`src/rtl/rigf_pkg.sv`:
```
// shared types and constants of the region invert / gray filter
// no dependencies
`timescale 1ns / 1ps

package rigf_pkg;

    localparam int MAX_DIM_DEFAULT = 4096;

    // configuration port
    localparam int CFG_INDEX_W = 3;
    localparam int CFG_DATA_W  = 16;
    localparam int DIM_W       = 13;
    localparam int BOUND_W     = 14;

    localparam logic [CFG_INDEX_W-1:0] REG_IMAGE_WIDTH   = 3'd0;
    localparam logic [CFG_INDEX_W-1:0] REG_IMAGE_HEIGHT  = 3'd1;
    localparam logic [CFG_INDEX_W-1:0] REG_REGION_LEFT   = 3'd2;
    localparam logic [CFG_INDEX_W-1:0] REG_REGION_TOP    = 3'd3;
    localparam logic [CFG_INDEX_W-1:0] REG_REGION_RIGHT  = 3'd4;
    localparam logic [CFG_INDEX_W-1:0] REG_REGION_BOTTOM = 3'd5;
    localparam logic [CFG_INDEX_W-1:0] REG_INVERT_ENABLE = 3'd6;
    localparam logic [CFG_INDEX_W-1:0] REG_GRAY_ENABLE   = 3'd7;

    localparam logic [DIM_W-1:0] WIDTH_RESET  = 13'd640;
    localparam logic [DIM_W-1:0] HEIGHT_RESET = 13'd480;

    // bt.601 luma weights in q16
    localparam logic [15:0] LUMA_R     = 16'd19595;
    localparam logic [15:0] LUMA_G     = 16'd38470;
    localparam logic [15:0] LUMA_B     = 16'd7471;
    localparam logic [15:0] LUMA_ROUND = 16'd32768;
    localparam logic [7:0]  PIX_MAX    = 8'd255;

    // queue between front and back, depth is a power of two
    localparam int Q_DEPTH = 2;

    typedef struct packed {
        logic [7:0] red_in;
        logic [7:0] green_in;
        logic [7:0] blue_in;
    } pix_in_t;

    typedef struct packed {
        logic [7:0] red_out;
        logic [7:0] green_out;
        logic [7:0] blue_out;
        logic       line_end;
        logic       frame_end;
    } pix_out_t;

    // classified word handed from front to back
    typedef struct packed {
        logic [7:0] red;
        logic [7:0] green;
        logic [7:0] blue;
        logic       do_invert;
        logic       do_gray;
        logic       line_end;
        logic       frame_end;
    } job_t;

endpackage

```
`src/rtl/rigf_front.sv`:
```
// front of the filter: configuration registers, raster counters, classification
// depends on rigf_pkg
`timescale 1ns / 1ps

module rigf_front #(
    parameter int MAX_DIM = rigf_pkg::MAX_DIM_DEFAULT
) (
    input  logic                                aclk,
    input  logic                                aresetn,
    input  logic                                cfg_valid,
    output logic                                cfg_ready,
    input  logic [rigf_pkg::CFG_INDEX_W-1:0]    cfg_index,
    input  logic [rigf_pkg::CFG_DATA_W-1:0]     cfg_data,
    input  logic                                s_valid,
    output logic                                s_ready,
    input  rigf_pkg::pix_in_t                   s_data,
    output logic                                push_valid,
    input  logic                                push_ready,
    output rigf_pkg::job_t                      push_data
);
    import rigf_pkg::*;

    localparam int CW = (MAX_DIM > 1) ? $clog2(MAX_DIM) : 1;
    localparam int DW = $clog2(MAX_DIM + 1);

    logic [DIM_W-1:0]          width_reg;
    logic [DIM_W-1:0]          height_reg;
    logic signed [BOUND_W-1:0] left_reg;
    logic signed [BOUND_W-1:0] top_reg;
    logic signed [BOUND_W-1:0] right_reg;
    logic signed [BOUND_W-1:0] bottom_reg;
    logic                      invert_reg;
    logic                      gray_reg;

    logic [CW-1:0] col_reg, col_next;
    logic [CW-1:0] row_reg, row_next;

    logic [DW-1:0] w_eff, h_eff;
    logic [DW-1:0] lx, rx, ty, by;
    logic [DW-1:0] min_x, max_x, min_y, max_y;
    logic [DW-1:0] col_ext, row_ext;
    logic          in_region, lend, fend, take;

    function automatic logic [DW-1:0] eff_dim(input logic [DIM_W-1:0] d);
        logic [31:0] d32;
        d32 = 32'(d);
        if (d32 == 32'd0) begin
            return DW'(1);
        end else if (d32 > 32'(MAX_DIM)) begin
            return DW'(MAX_DIM);
        end
        return d32[DW-1:0];
    endfunction

    function automatic logic [DW-1:0] clamp_bound(input logic signed [BOUND_W-1:0] v,
                                                  input logic [DW-1:0] lim);
        logic signed [31:0] vs;
        logic signed [31:0] ls;
        vs = 32'(v);
        ls = signed'(32'(lim));
        if (vs < 0) begin
            return '0;
        end else if (vs > ls) begin
            return lim;
        end
        return vs[DW-1:0];
    endfunction

    assign cfg_ready = 1'b1;

    always_ff @(posedge aclk) begin
        if (!aresetn) begin
            width_reg  <= WIDTH_RESET;
            height_reg <= HEIGHT_RESET;
            left_reg   <= '0;
            top_reg    <= '0;
            right_reg  <= '0;
            bottom_reg <= '0;
            invert_reg <= 1'b0;
            gray_reg   <= 1'b0;
        end else if (cfg_valid) begin
            unique case (cfg_index)
                REG_IMAGE_WIDTH:   width_reg  <= cfg_data[DIM_W-1:0];
                REG_IMAGE_HEIGHT:  height_reg <= cfg_data[DIM_W-1:0];
                REG_REGION_LEFT:   left_reg   <= signed'(cfg_data[BOUND_W-1:0]);
                REG_REGION_TOP:    top_reg    <= signed'(cfg_data[BOUND_W-1:0]);
                REG_REGION_RIGHT:  right_reg  <= signed'(cfg_data[BOUND_W-1:0]);
                REG_REGION_BOTTOM: bottom_reg <= signed'(cfg_data[BOUND_W-1:0]);
                REG_INVERT_ENABLE: invert_reg <= cfg_data[0];
                REG_GRAY_ENABLE:   gray_reg   <= cfg_data[0];
                default: ;
            endcase
        end
    end

    always_comb begin
        w_eff = eff_dim(width_reg);
        h_eff = eff_dim(height_reg);
        lx    = clamp_bound(left_reg, w_eff);
        rx    = clamp_bound(right_reg, w_eff);
        ty    = clamp_bound(top_reg, h_eff);
        by    = clamp_bound(bottom_reg, h_eff);
        // reversed bounds are swapped
        min_x = (lx > rx) ? rx : lx;
        max_x = (lx > rx) ? lx : rx;
        min_y = (ty > by) ? by : ty;
        max_y = (ty > by) ? ty : by;
        col_ext = DW'(col_reg);
        row_ext = DW'(row_reg);
        in_region = (col_ext >= min_x) && (col_ext < max_x)
                 && (row_ext >= min_y) && (row_ext < max_y);
        // a counter past its last value after a size change also ends the line
        lend = col_ext >= (w_eff - DW'(1));
        fend = lend && (row_ext >= (h_eff - DW'(1)));
    end

    assign take       = s_valid && push_ready;
    assign s_ready    = push_ready;
    assign push_valid = s_valid;

    always_comb begin
        push_data.red       = s_data.red_in;
        push_data.green     = s_data.green_in;
        push_data.blue      = s_data.blue_in;
        push_data.do_invert = in_region && invert_reg;
        push_data.do_gray   = in_region && gray_reg;
        push_data.line_end  = lend;
        push_data.frame_end = fend;
    end

    always_comb begin
        col_next = col_reg;
        row_next = row_reg;
        if (take) begin
            if (lend) begin
                col_next = '0;
                row_next = fend ? '0 : row_reg + CW'(1);
            end else begin
                col_next = col_reg + CW'(1);
            end
        end
    end

    always_ff @(posedge aclk) begin
        if (!aresetn) begin
            col_reg <= '0;
            row_reg <= '0;
        end else begin
            col_reg <= col_next;
            row_reg <= row_next;
        end
    end

endmodule

```
`src/rtl/rigf_queue.sv`:
```
// short queue of classified words between front and back
// depends on rigf_pkg
`timescale 1ns / 1ps

module rigf_queue (
    input  logic           aclk,
    input  logic           aresetn,
    input  logic           push_valid,
    output logic           push_ready,
    input  rigf_pkg::job_t push_data,
    output logic           pop_valid,
    input  logic           pop_ready,
    output rigf_pkg::job_t pop_data
);
    import rigf_pkg::*;

    localparam int PW = (Q_DEPTH > 1) ? $clog2(Q_DEPTH) : 1;
    localparam int NW = $clog2(Q_DEPTH + 1);

    job_t          mem_reg [Q_DEPTH];
    logic [PW-1:0] wr_ptr_reg, rd_ptr_reg;
    logic [NW-1:0] count_reg, count_next;
    logic          do_push, do_pop;

    assign push_ready = count_reg != NW'(Q_DEPTH);
    assign pop_valid  = count_reg != '0;
    assign pop_data   = mem_reg[rd_ptr_reg];
    assign do_push    = push_valid && push_ready;
    assign do_pop     = pop_valid && pop_ready;

    always_comb begin
        count_next = count_reg;
        if (do_push && !do_pop) begin
            count_next = count_reg + NW'(1);
        end else if (do_pop && !do_push) begin
            count_next = count_reg - NW'(1);
        end
    end

    always_ff @(posedge aclk) begin
        if (do_push) begin
            mem_reg[wr_ptr_reg] <= push_data;
        end
    end

    always_ff @(posedge aclk) begin
        if (!aresetn) begin
            wr_ptr_reg <= '0;
            rd_ptr_reg <= '0;
            count_reg  <= '0;
        end else begin
            count_reg <= count_next;
            if (do_push) begin
                wr_ptr_reg <= wr_ptr_reg + PW'(1);
            end
            if (do_pop) begin
                rd_ptr_reg <= rd_ptr_reg + PW'(1);
            end
        end
    end

endmodule

```
`src/rtl/rigf_back.sv`:
```
// back of the filter: inversion, luma products, luma sum and output register
// depends on rigf_pkg
`timescale 1ns / 1ps

module rigf_back (
    input  logic               aclk,
    input  logic               aresetn,
    input  logic               pop_valid,
    output logic               pop_ready,
    input  rigf_pkg::job_t     pop_data,
    output logic               m_valid,
    input  logic               m_ready,
    output rigf_pkg::pix_out_t m_data
);
    import rigf_pkg::*;

    logic       v1_reg, v2_reg;
    logic       adv1, adv2;
    logic [7:0] r_inv, g_inv, b_inv;

    logic [7:0]  r1_reg, g1_reg, b1_reg;
    logic [23:0] pr_reg, pg_reg, pb_reg;
    logic        gray1_reg, lend1_reg, fend1_reg;

    logic [25:0] luma_sum;
    logic [9:0]  luma_q;
    logic [7:0]  luma;
    pix_out_t    out_reg, out_next;

    // each stage moves when the one after it is empty or moving
    assign adv2      = !v2_reg || m_ready;
    assign adv1      = !v1_reg || adv2;
    assign pop_ready = adv1;

    always_comb begin
        r_inv = pop_data.do_invert ? PIX_MAX - pop_data.red   : pop_data.red;
        g_inv = pop_data.do_invert ? PIX_MAX - pop_data.green : pop_data.green;
        b_inv = pop_data.do_invert ? PIX_MAX - pop_data.blue  : pop_data.blue;
    end

    always_ff @(posedge aclk) begin
        if (adv1 && pop_valid) begin
            r1_reg    <= r_inv;
            g1_reg    <= g_inv;
            b1_reg    <= b_inv;
            pr_reg    <= 24'(LUMA_R) * 24'(r_inv);
            pg_reg    <= 24'(LUMA_G) * 24'(g_inv);
            pb_reg    <= 24'(LUMA_B) * 24'(b_inv);
            gray1_reg <= pop_data.do_gray;
            lend1_reg <= pop_data.line_end;
            fend1_reg <= pop_data.frame_end;
        end
    end

    always_comb begin
        luma_sum = 26'(pr_reg) + 26'(pg_reg) + 26'(pb_reg) + 26'(LUMA_ROUND);
        luma_q   = luma_sum[25:16];
        luma     = (luma_q > 10'(PIX_MAX)) ? PIX_MAX : luma_q[7:0];
        out_next.red_out   = gray1_reg ? luma : r1_reg;
        out_next.green_out = gray1_reg ? luma : g1_reg;
        out_next.blue_out  = gray1_reg ? luma : b1_reg;
        out_next.line_end  = lend1_reg;
        out_next.frame_end = fend1_reg;
    end

    always_ff @(posedge aclk) begin
        if (adv2 && v1_reg) begin
            out_reg <= out_next;
        end
    end

    always_ff @(posedge aclk) begin
        if (!aresetn) begin
            v1_reg <= 1'b0;
            v2_reg <= 1'b0;
        end else begin
            if (adv1) begin
                v1_reg <= pop_valid;
            end
            if (adv2) begin
                v2_reg <= v1_reg;
            end
        end
    end

    assign m_valid = v2_reg;
    assign m_data  = out_reg;

endmodule

```
`src/rtl/region_invert_gray_filter.sv`:
```
// top level of the region invert / gray filter: front, queue and back
// depends on rigf_pkg, rigf_front, rigf_queue, rigf_back
//
//   channel | handshake             | word
//   --------+-----------------------+--------------------------------------
//   input   | s_valid / s_ready     | s_data: rgb pixel in raster order
//   output  | m_valid / m_ready     | m_data: rgb pixel, line_end, frame_end
//   config  | cfg_valid / cfg_ready | cfg_index, cfg_data (register write)
//
// one pixel per clock sustained while m_ready is high; a taken pixel passes through
// the queue register, the product stage and the luma sum into the output register
// the front classifies into a two-word queue, so s_ready only drops when the
// queue is full, which happens only when m_ready has been low
// cfg_ready is always high; aresetn is synchronous and clears counters, valid
// bits and configuration registers to their reset values; data is not reset
`timescale 1ns / 1ps

module region_invert_gray_filter #(
    parameter int MAX_DIM = rigf_pkg::MAX_DIM_DEFAULT
) (
    input  logic                             aclk,
    input  logic                             aresetn,
    input  logic                             cfg_valid,
    output logic                             cfg_ready,
    input  logic [rigf_pkg::CFG_INDEX_W-1:0] cfg_index,
    input  logic [rigf_pkg::CFG_DATA_W-1:0]  cfg_data,
    input  logic                             s_valid,
    output logic                             s_ready,
    input  rigf_pkg::pix_in_t                s_data,
    output logic                             m_valid,
    input  logic                             m_ready,
    output rigf_pkg::pix_out_t               m_data
);
    import rigf_pkg::*;

    logic push_valid, push_ready, pop_valid, pop_ready;
    job_t push_data, pop_data;

    rigf_front #(
        .MAX_DIM (MAX_DIM)
    ) u_front (
        .aclk       (aclk),
        .aresetn    (aresetn),
        .cfg_valid  (cfg_valid),
        .cfg_ready  (cfg_ready),
        .cfg_index  (cfg_index),
        .cfg_data   (cfg_data),
        .s_valid    (s_valid),
        .s_ready    (s_ready),
        .s_data     (s_data),
        .push_valid (push_valid),
        .push_ready (push_ready),
        .push_data  (push_data)
    );

    rigf_queue u_queue (
        .aclk       (aclk),
        .aresetn    (aresetn),
        .push_valid (push_valid),
        .push_ready (push_ready),
        .push_data  (push_data),
        .pop_valid  (pop_valid),
        .pop_ready  (pop_ready),
        .pop_data   (pop_data)
    );

    rigf_back u_back (
        .aclk      (aclk),
        .aresetn   (aresetn),
        .pop_valid (pop_valid),
        .pop_ready (pop_ready),
        .pop_data  (pop_data),
        .m_valid   (m_valid),
        .m_ready   (m_ready),
        .m_data    (m_data)
    );

endmodule

```
`config.mk`:
```
export PLATFORM = sky130hd
export DESIGN_NAME = region_invert_gray_filter
export DESIGN_NICKNAME = d
export VERILOG_FILES = /design/src/rtl/rigf_pkg.sv /design/src/rtl/rigf_front.sv /design/src/rtl/rigf_queue.sv /design/src/rtl/rigf_back.sv /design/src/rtl/region_invert_gray_filter.sv
export SDC_FILE = /design/constraint.sdc
export NUM_CORES = 1
export LEC_CHECK = 0
export BUFFER_PORTS_ARGS = -buffer_cell sky130_fd_sc_hd__buf_2
export CAP_MARGIN = 30
export CORE_MARGIN = 8
export CORE_UTILIZATION = 65
export CTS_BUF_LIST = sky130_fd_sc_hd__clkbuf_4 sky130_fd_sc_hd__clkbuf_8 sky130_fd_sc_hd__clkbuf_16
export CTS_CLUSTER_DIAMETER = 30
export DETAILED_ROUTE_END_ITERATION = 16
export GPL_TIMING_DRIVEN = 0
export PLACE_DENSITY = 0.93
export SLEW_MARGIN = 40
export SYNTH_ARGS = -nofsm -noshare
export SYNTH_HDL_FRONTEND = slang
export SYNTH_SLANG_ARGS = --single-unit
```
`constraint.sdc`:
```
create_clock -name aclk -period 19.9 [get_ports aclk]
set_input_delay 0.995 -clock aclk [delete_from_list [all_inputs] [get_ports aclk]]
set_output_delay 0.995 -clock aclk [all_outputs]
set_load 0.1 [all_outputs]
```
==> impl_metrics.tcl, run 1 <==
set metrics [dict create \
    synth-simple-area-share 0.1416 \
    vias 19630 \
    wl_met1_mm 24.31 \
    setup_tns_ps 0 \
    hold_viol 0 \
    synth_adder_area_share 0.2696 \
    htreeDepth 2 \
    grt_max_degree 48 \
    cts.clk_slew.worst_paths_ps 60 \
    clk_path_buf_depth 3 \
    insertion_delay_ps 590 \
    grt_pass1_wl_mm 107.0 \
    drt_iter0_markers 1831 \
    async_flop_share 0 \
    finClkSkew_ps 21.58 \
    largest_reg_flops 56 \
    hold_buffers 0 \
    die_w_um 204.2 \
    yosysSeqAreaShare 0.3258 \
    top_layer_used "met5" \
    avgSynthCellArea_um2 9.478 \
    relSlewSlack 0.3645 \
    place_hpwl_mm 49.32 \
    cts_resized 0 \
    slowest_stage "a2111oi_0" \
    worstPathRequired_ps 20300 \
    yosysTopAreaCellShare 0.2257 \
    slowest_delay_ps 680 \
    ant_nets 0 \
    grt-ovfl-total 0 \
    layout.nets 3063 \
    tritoncts "yes" \
    synth_top_family_by_area "adder cells" \
    utilization 0.7415 \
    synth.top_cells.by_area "edfxtp_1, ha_1, dfxtp_1" \
    gp_congestion 0.9866 \
    report.final.slew_viol_count 0 \
    first_global_vias 20340 \
    syn_to_final_growth_pct 13.49 \
    dieArea_um2 41680 \
    critical_path_class "register to register" \
    avgRoutedWirePerCell_um 22.50 \
    period_share 0.4179 \
    synth_area_um2 23010 \
    start_util 0.6533 \
    synth_top_cell_by_area "edfxtp_1" \
    ys_types 78 \
    rsz0062_at_grt "false" \
    netlist_instances 2428 \
    yosysWarnings 0 \
    drc 0 \
    met2WireLength_mm 33.19 \
    viasPerCell 6.400 \
    synth_edf_count 173 \
    antenna_found_initial 5 \
    firstDrtPassIters 10 \
    ioPinCount 77 \
    status "finished clean" \
    cp.arrival_ps 8710 \
    fmax_mhz 120.2 \
    drv_cap 0 \
    post-route-min-period_ps 8316 \
    post-cts-setup-buffer-count 0 \
    syn_nets 2934 \
    fill_cells 2202 \
    synth_mux_area_frac 0.03713 \
    finalWirelength_mm 69.00 \
    track_usage 0.3255 \
    drive_gt1_frac 0.08452 \
    coreArea_um2 35220 \
    hold_class "register to register" \
    setup_violations 0 \
    port_buffers 69 \
    wl_met3_mm 5.978 \
    die_h_um 204.2 \
    endpoint_kind "register" \
    numCtsBuffers 55 \
    critPathLaunchType "register" \
    synth_xor_area_frac 0.04871 \
    synth_seq_cells 288 \
    synth_compound_area_frac 0.1258 \
    crit_path_max_fanout 10 \
    clockRootBuffer "clkbuf_16" \
    ys.flop_type "edfxtp_1" \
    rows 69 \
    worstMarginPinSlew_ps 950.1 \
    clock-sinks 288 \
]
logic make-up after synthesis:
kind of cell    after synthesis
simple gates                694
compound gates              466
fa+ha+maj                   458
buf+inv                     308
flops                       288
xor+xnor                    128
mux                          85
other cells                   1
layout by cell type, fill, tap and decap left out, types with 50 or more instances in the layout:
master     synthesis  layout
nor2b_1           51      50
inv_1            238     237
edfxtp_1         173     173
buf_2              2      71
o21ai_0           54      54
a21oi_1          217     217
nor3_1            54      53
nor2_1           184     183
clkbuf_1          58      56
fa_1              63      63
dfxtp_1          115     115
mux2i_1           82      81
ha_1             395     395
clkbuf_16          0      56
nand2_1          226     226
a21o_1            51      51
xnor2_1           79      79
layout make-up:
class / count / area, µm² / share of cell area
buffer: 69 / 286.5 / 0.01097
inverter: 239 / 902.1 / 0.03454
multi-input combinational: 1832 / 14470 / 0.5541
antenna: 3 / 7.507 / 0.0002874
clock buffer: 65 / 1506 / 0.05768
clock inverter: 38 / 475.5 / 0.01820
sequential: 288 / 7497 / 0.2870
tap: 461 / 576.8 / 0.02208
timing repair buffer: 72 / 395.4 / 0.01514
metrics by stage:
stage	setup slack, ps	cells	cell area (µm²)	hold slack, ps
after floorplan	13280	2428	23010	400.3
after global placement	11570	2958	23940	405.1
after detailed placement	11750	2961	24070	405.2
after CTS	11750	3064	26050	424.5
after global routing	11040	3066	26120	430.8
final	11580	3067	26120	429.7
synthesized netlist by cell type (4+ instances only):
master	instances
edfxtp_1	173
ha_1	395
inv_1	238
mux2i_1	82
fa_1	63
a211o_1	6
a2111oi_0	7
o21a_1	30
nor3_1	54
nand2_1	226
o21ai_0	54
and4_1	5
clkbuf_1	58
xnor2_1	79
nand4_1	16
and3_1	21
o211ai_1	5
a21o_1	51
nor2b_1	51
o21bai_1	7
and2_1	4
o22ai_1	4
a31oi_1	10
buf_1	6
a21oi_1	217
nand2b_1	20
nor2_1	184
o22a_1	18
xor2_1	49
nor4_1	17
dfxtp_1	115
o21ai_1	8
a211oi_1	9
nand3_1	44
or2_2	8
or2_1	9
or3_1	16
routing by layer:
metal,global-route usage,vias up
met4,0.2332,4
met3,0.06245,427
met1,0.3564,9112
met5,0,-
li1,-,8845
met2,0.5610,1241
path summary, 6_finish.rpt:
kind	from	to	slack [ps]	cells past startpoint
hold reg to reg	u_back.fend1_reg	u_back.m_data[0]	430	0
hold / removal	u_back.fend1_reg	u_back.m_data[0]	430	0
setup / recovery	u_front.width_reg[6]	u_queue.mem_reg[1][2]	11580	32
setup reg to reg	u_front.width_reg[6]	u_queue.mem_reg[1][2]	11580	32
worst max-delay path: cells and delay by family, from the launching register on:
| family | cells | cell delay [ps] |
|---|---|---|
| muxes | 1 | 150 |
| and+or+nand+nor | 13 | 3190 |
| adders and majority gates | 3 | 750 |
| buffers and inverters | 4 | 980 |
| DFF | 1 | 330 |
| AOI/OAI and AO/OA | 11 | 2710 |
Power of run 1 is not shown: default switching activity piles up to over one toggle a cycle in this logic, so the estimate is an artifact.
==> inputs of run 2 (changes only) <==
--- a/config.mk
+++ b/config.mk
@@ -5,15 +5,16 @@
 export SDC_FILE = /design/constraint.sdc
 export NUM_CORES = 1
 export LEC_CHECK = 0
+export ABC_AREA = 1
 export BUFFER_PORTS_ARGS = -buffer_cell sky130_fd_sc_hd__buf_2
 export CAP_MARGIN = 30
 export CORE_MARGIN = 8
-export CORE_UTILIZATION = 65
+export CORE_UTILIZATION = 64
 export CTS_BUF_LIST = sky130_fd_sc_hd__clkbuf_4 sky130_fd_sc_hd__clkbuf_8 sky130_fd_sc_hd__clkbuf_16
 export CTS_CLUSTER_DIAMETER = 30
 export DETAILED_ROUTE_END_ITERATION = 16
 export GPL_TIMING_DRIVEN = 0
-export PLACE_DENSITY = 0.93
+export PLACE_DENSITY = 0.92
 export SLEW_MARGIN = 40
 export SYNTH_ARGS = -nofsm -noshare
 export SYNTH_HDL_FRONTEND = slang
==> constraint.sdc (replaced) <==
create_clock -name aclk -period 8.6 [get_ports aclk]
set_input_delay 0.43 -clock aclk [delete_from_list [all_inputs] [get_ports aclk]]
set_output_delay 0.43 -clock aclk [all_outputs]
set_load 0.1 [all_outputs]
==> impl_metrics.tcl, run 2 <==
set metrics [dict create \
    avgSynthCellArea_um2 8.281 \
    layout.nets 3530 \
    synthTopCellsByCount "nand2_1, inv_1, ha_1" \
    post-route-min-period_ps 7198 \
    finClkSkew_ps 29.27 \
    final_common_cell "nand2_1" \
    post-place-ws_ps 1649 \
    first_global_vias 21820 \
    clock-sinks 288 \
    drv_cap 0 \
    grt-ovfl-total 0 \
    grt_busiest_layer "met2" \
    drt_iter0_markers 1991 \
    slowest_delay_ps 380 \
    crit_path_max_fanout 10 \
    gr-usage-met1 0.3452 \
    port_buffers 72 \
    drc 0 \
    yosysTopAreaCellShare 0.2174 \
    worstMarginPinSlew_ps 948.0 \
    fmax_mhz 138.9 \
    viasPerCell 6.096 \
    gp_congestion 0.9874 \
    synth_edf_count 173 \
    setup_tns_ps 0 \
    status "finished clean" \
    grt_pass1_wl_mm 111.1 \
    hold_class "primary input to register" \
    fin_ws_ps 1402 \
    antenna_found_initial 2 \
    synth_area_um2 23890 \
    synth_xor_area_frac 0.04729 \
    endpoint_kind "register" \
    synth_compound_area_frac 0.1143 \
    htreeDepth 2 \
    cts_resized 0 \
    synth_adder_area_share 0.2596 \
    rsz0062_at_grt "false" \
    cts.clk_slew.worst_paths_ps 50 \
    ant_nets 0 \
    synth-simple-area-share 0.1783 \
    finalWirelength_mm 70.61 \
    path_buf_inv 8 \
    tritoncts "yes" \
    yosysMostFrequentCell "nand2_1" \
    die_h_um 209.2 \
    insertion_delay_ps 610 \
    report.final.slew_viol_count 0 \
    start_util 0.6510 \
    netlist_instances 2885 \
    syn_to_final_growth_pct 13.02 \
    clk_path_buf_depth 3 \
    final_cell_mix "nand2_1, inv_1, ha_1" \
    largest_reg_flops 56 \
    vias 21590 \
    grt_util_met3 0.05597 \
    numCtsBuffers 57 \
    met2_usage 0.5557 \
    yosysSeqAreaShare 0.3138 \
    worstPathRequired_ps 9000 \
    async_flop_share 0 \
    place_hpwl_mm 53.31 \
    avgRoutedWirePerCell_um 19.94 \
    critical_path_class "register to register" \
    ioPinCount 77 \
    cp.arrival_ps 7600 \
    ys.flop_type "edfxtp_1" \
    setup_violations 0 \
    ys_types 55 \
    track_usage 0.3149 \
    synth_top_family_by_area "adder cells" \
    die_w_um 209.2 \
    slowest_stage "ha_1" \
    syn_nets 3391 \
    cpMostUsedCell "nand2_1" \
    hold_viol 0 \
    synth.top_cells.by_area "edfxtp_1, ha_1, dfxtp_1" \
    synth_top_cell_by_area "edfxtp_1" \
    relSlewSlack 0.3658 \
    firstDrtPassIters 6 \
    holdWs_ps 19.47 \
    dieArea_um2 43770 \
    drive_gt1_frac 0.08171 \
    period_share 0.8370 \
    synth_seq_cells 288 \
    grt_max_degree 52 \
    rows 70 \
    synth_mux_area_frac 0.01194 \
    coreArea_um2 36700 \
    yosysWarnings 0 \
    cp_top_family "simple AND/OR/NAND/NOR gates" \
    clockRootBuffer "clkbuf_16" \
    critPathLaunchType "register" \
]
## run 2: final timing paths
| check | start | endpoint | slack, ps | cells past startpoint |
|---|---|---|---|---|
| worst max-delay path | u_front.height_reg[10] | u_queue.mem_reg[1][2] | 1400 | 49 |
| worst min-delay path | s_data[15] | u_queue.mem_reg[1][19] | 20 | 1 |
| worst max register to register | u_front.height_reg[10] | u_queue.mem_reg[1][2] | 1400 | 49 |
| worst min register to register | u_back.lend1_reg | u_back.m_data[1] | 430 | 0 |
## run 2: layout make-up
class	instances	area, µm²
Buffer	51	239.0
Antenna cell	1	2.502
Timing Repair Buffer	80	461.7
Tap cell	468	585.6
Sequential cell	288	7497
Fill cell	2524	9694
Inverter	409	1548
Multi-Input combinational cell	2137	14680
Clock buffer	66	1536
Clock inverter	41	451.7
## run 2: logic make-up after synthesis
kind of cell	count (synthesis)
compound gates	516
xor+xnor	129
fa+ha+maj	458
buf+inv	460
flops	288
mux	28
other cells	1
simple gates	1005
## run 2: timing repair
item                                   4_1_cts  5_1_grt
setup buffers                                0        0
hold buffers                                 4        0
endpoints found under the hold margin        8        0
## run 2: through the flow
step           std cells    util  instance area [µm²]
5_1_grt             3540  0.7358                27000
4_1_cts             3540  0.7357                27000
3_3_place_gp        3425  0.6768                24840
3_5_place_dp        3429  0.6804                24970
6_report            3541  0.7358                27000
2_1_floorplan       2885       -                23890
## run 2: routing by layer
layer  up-vias  wire length, µm
met2      1212            34490
li1       9989                -
met5         -               29
met1     10060            25890
met3       325             5611
met4         4             4589
Power of run 2 is left out for the same reason.
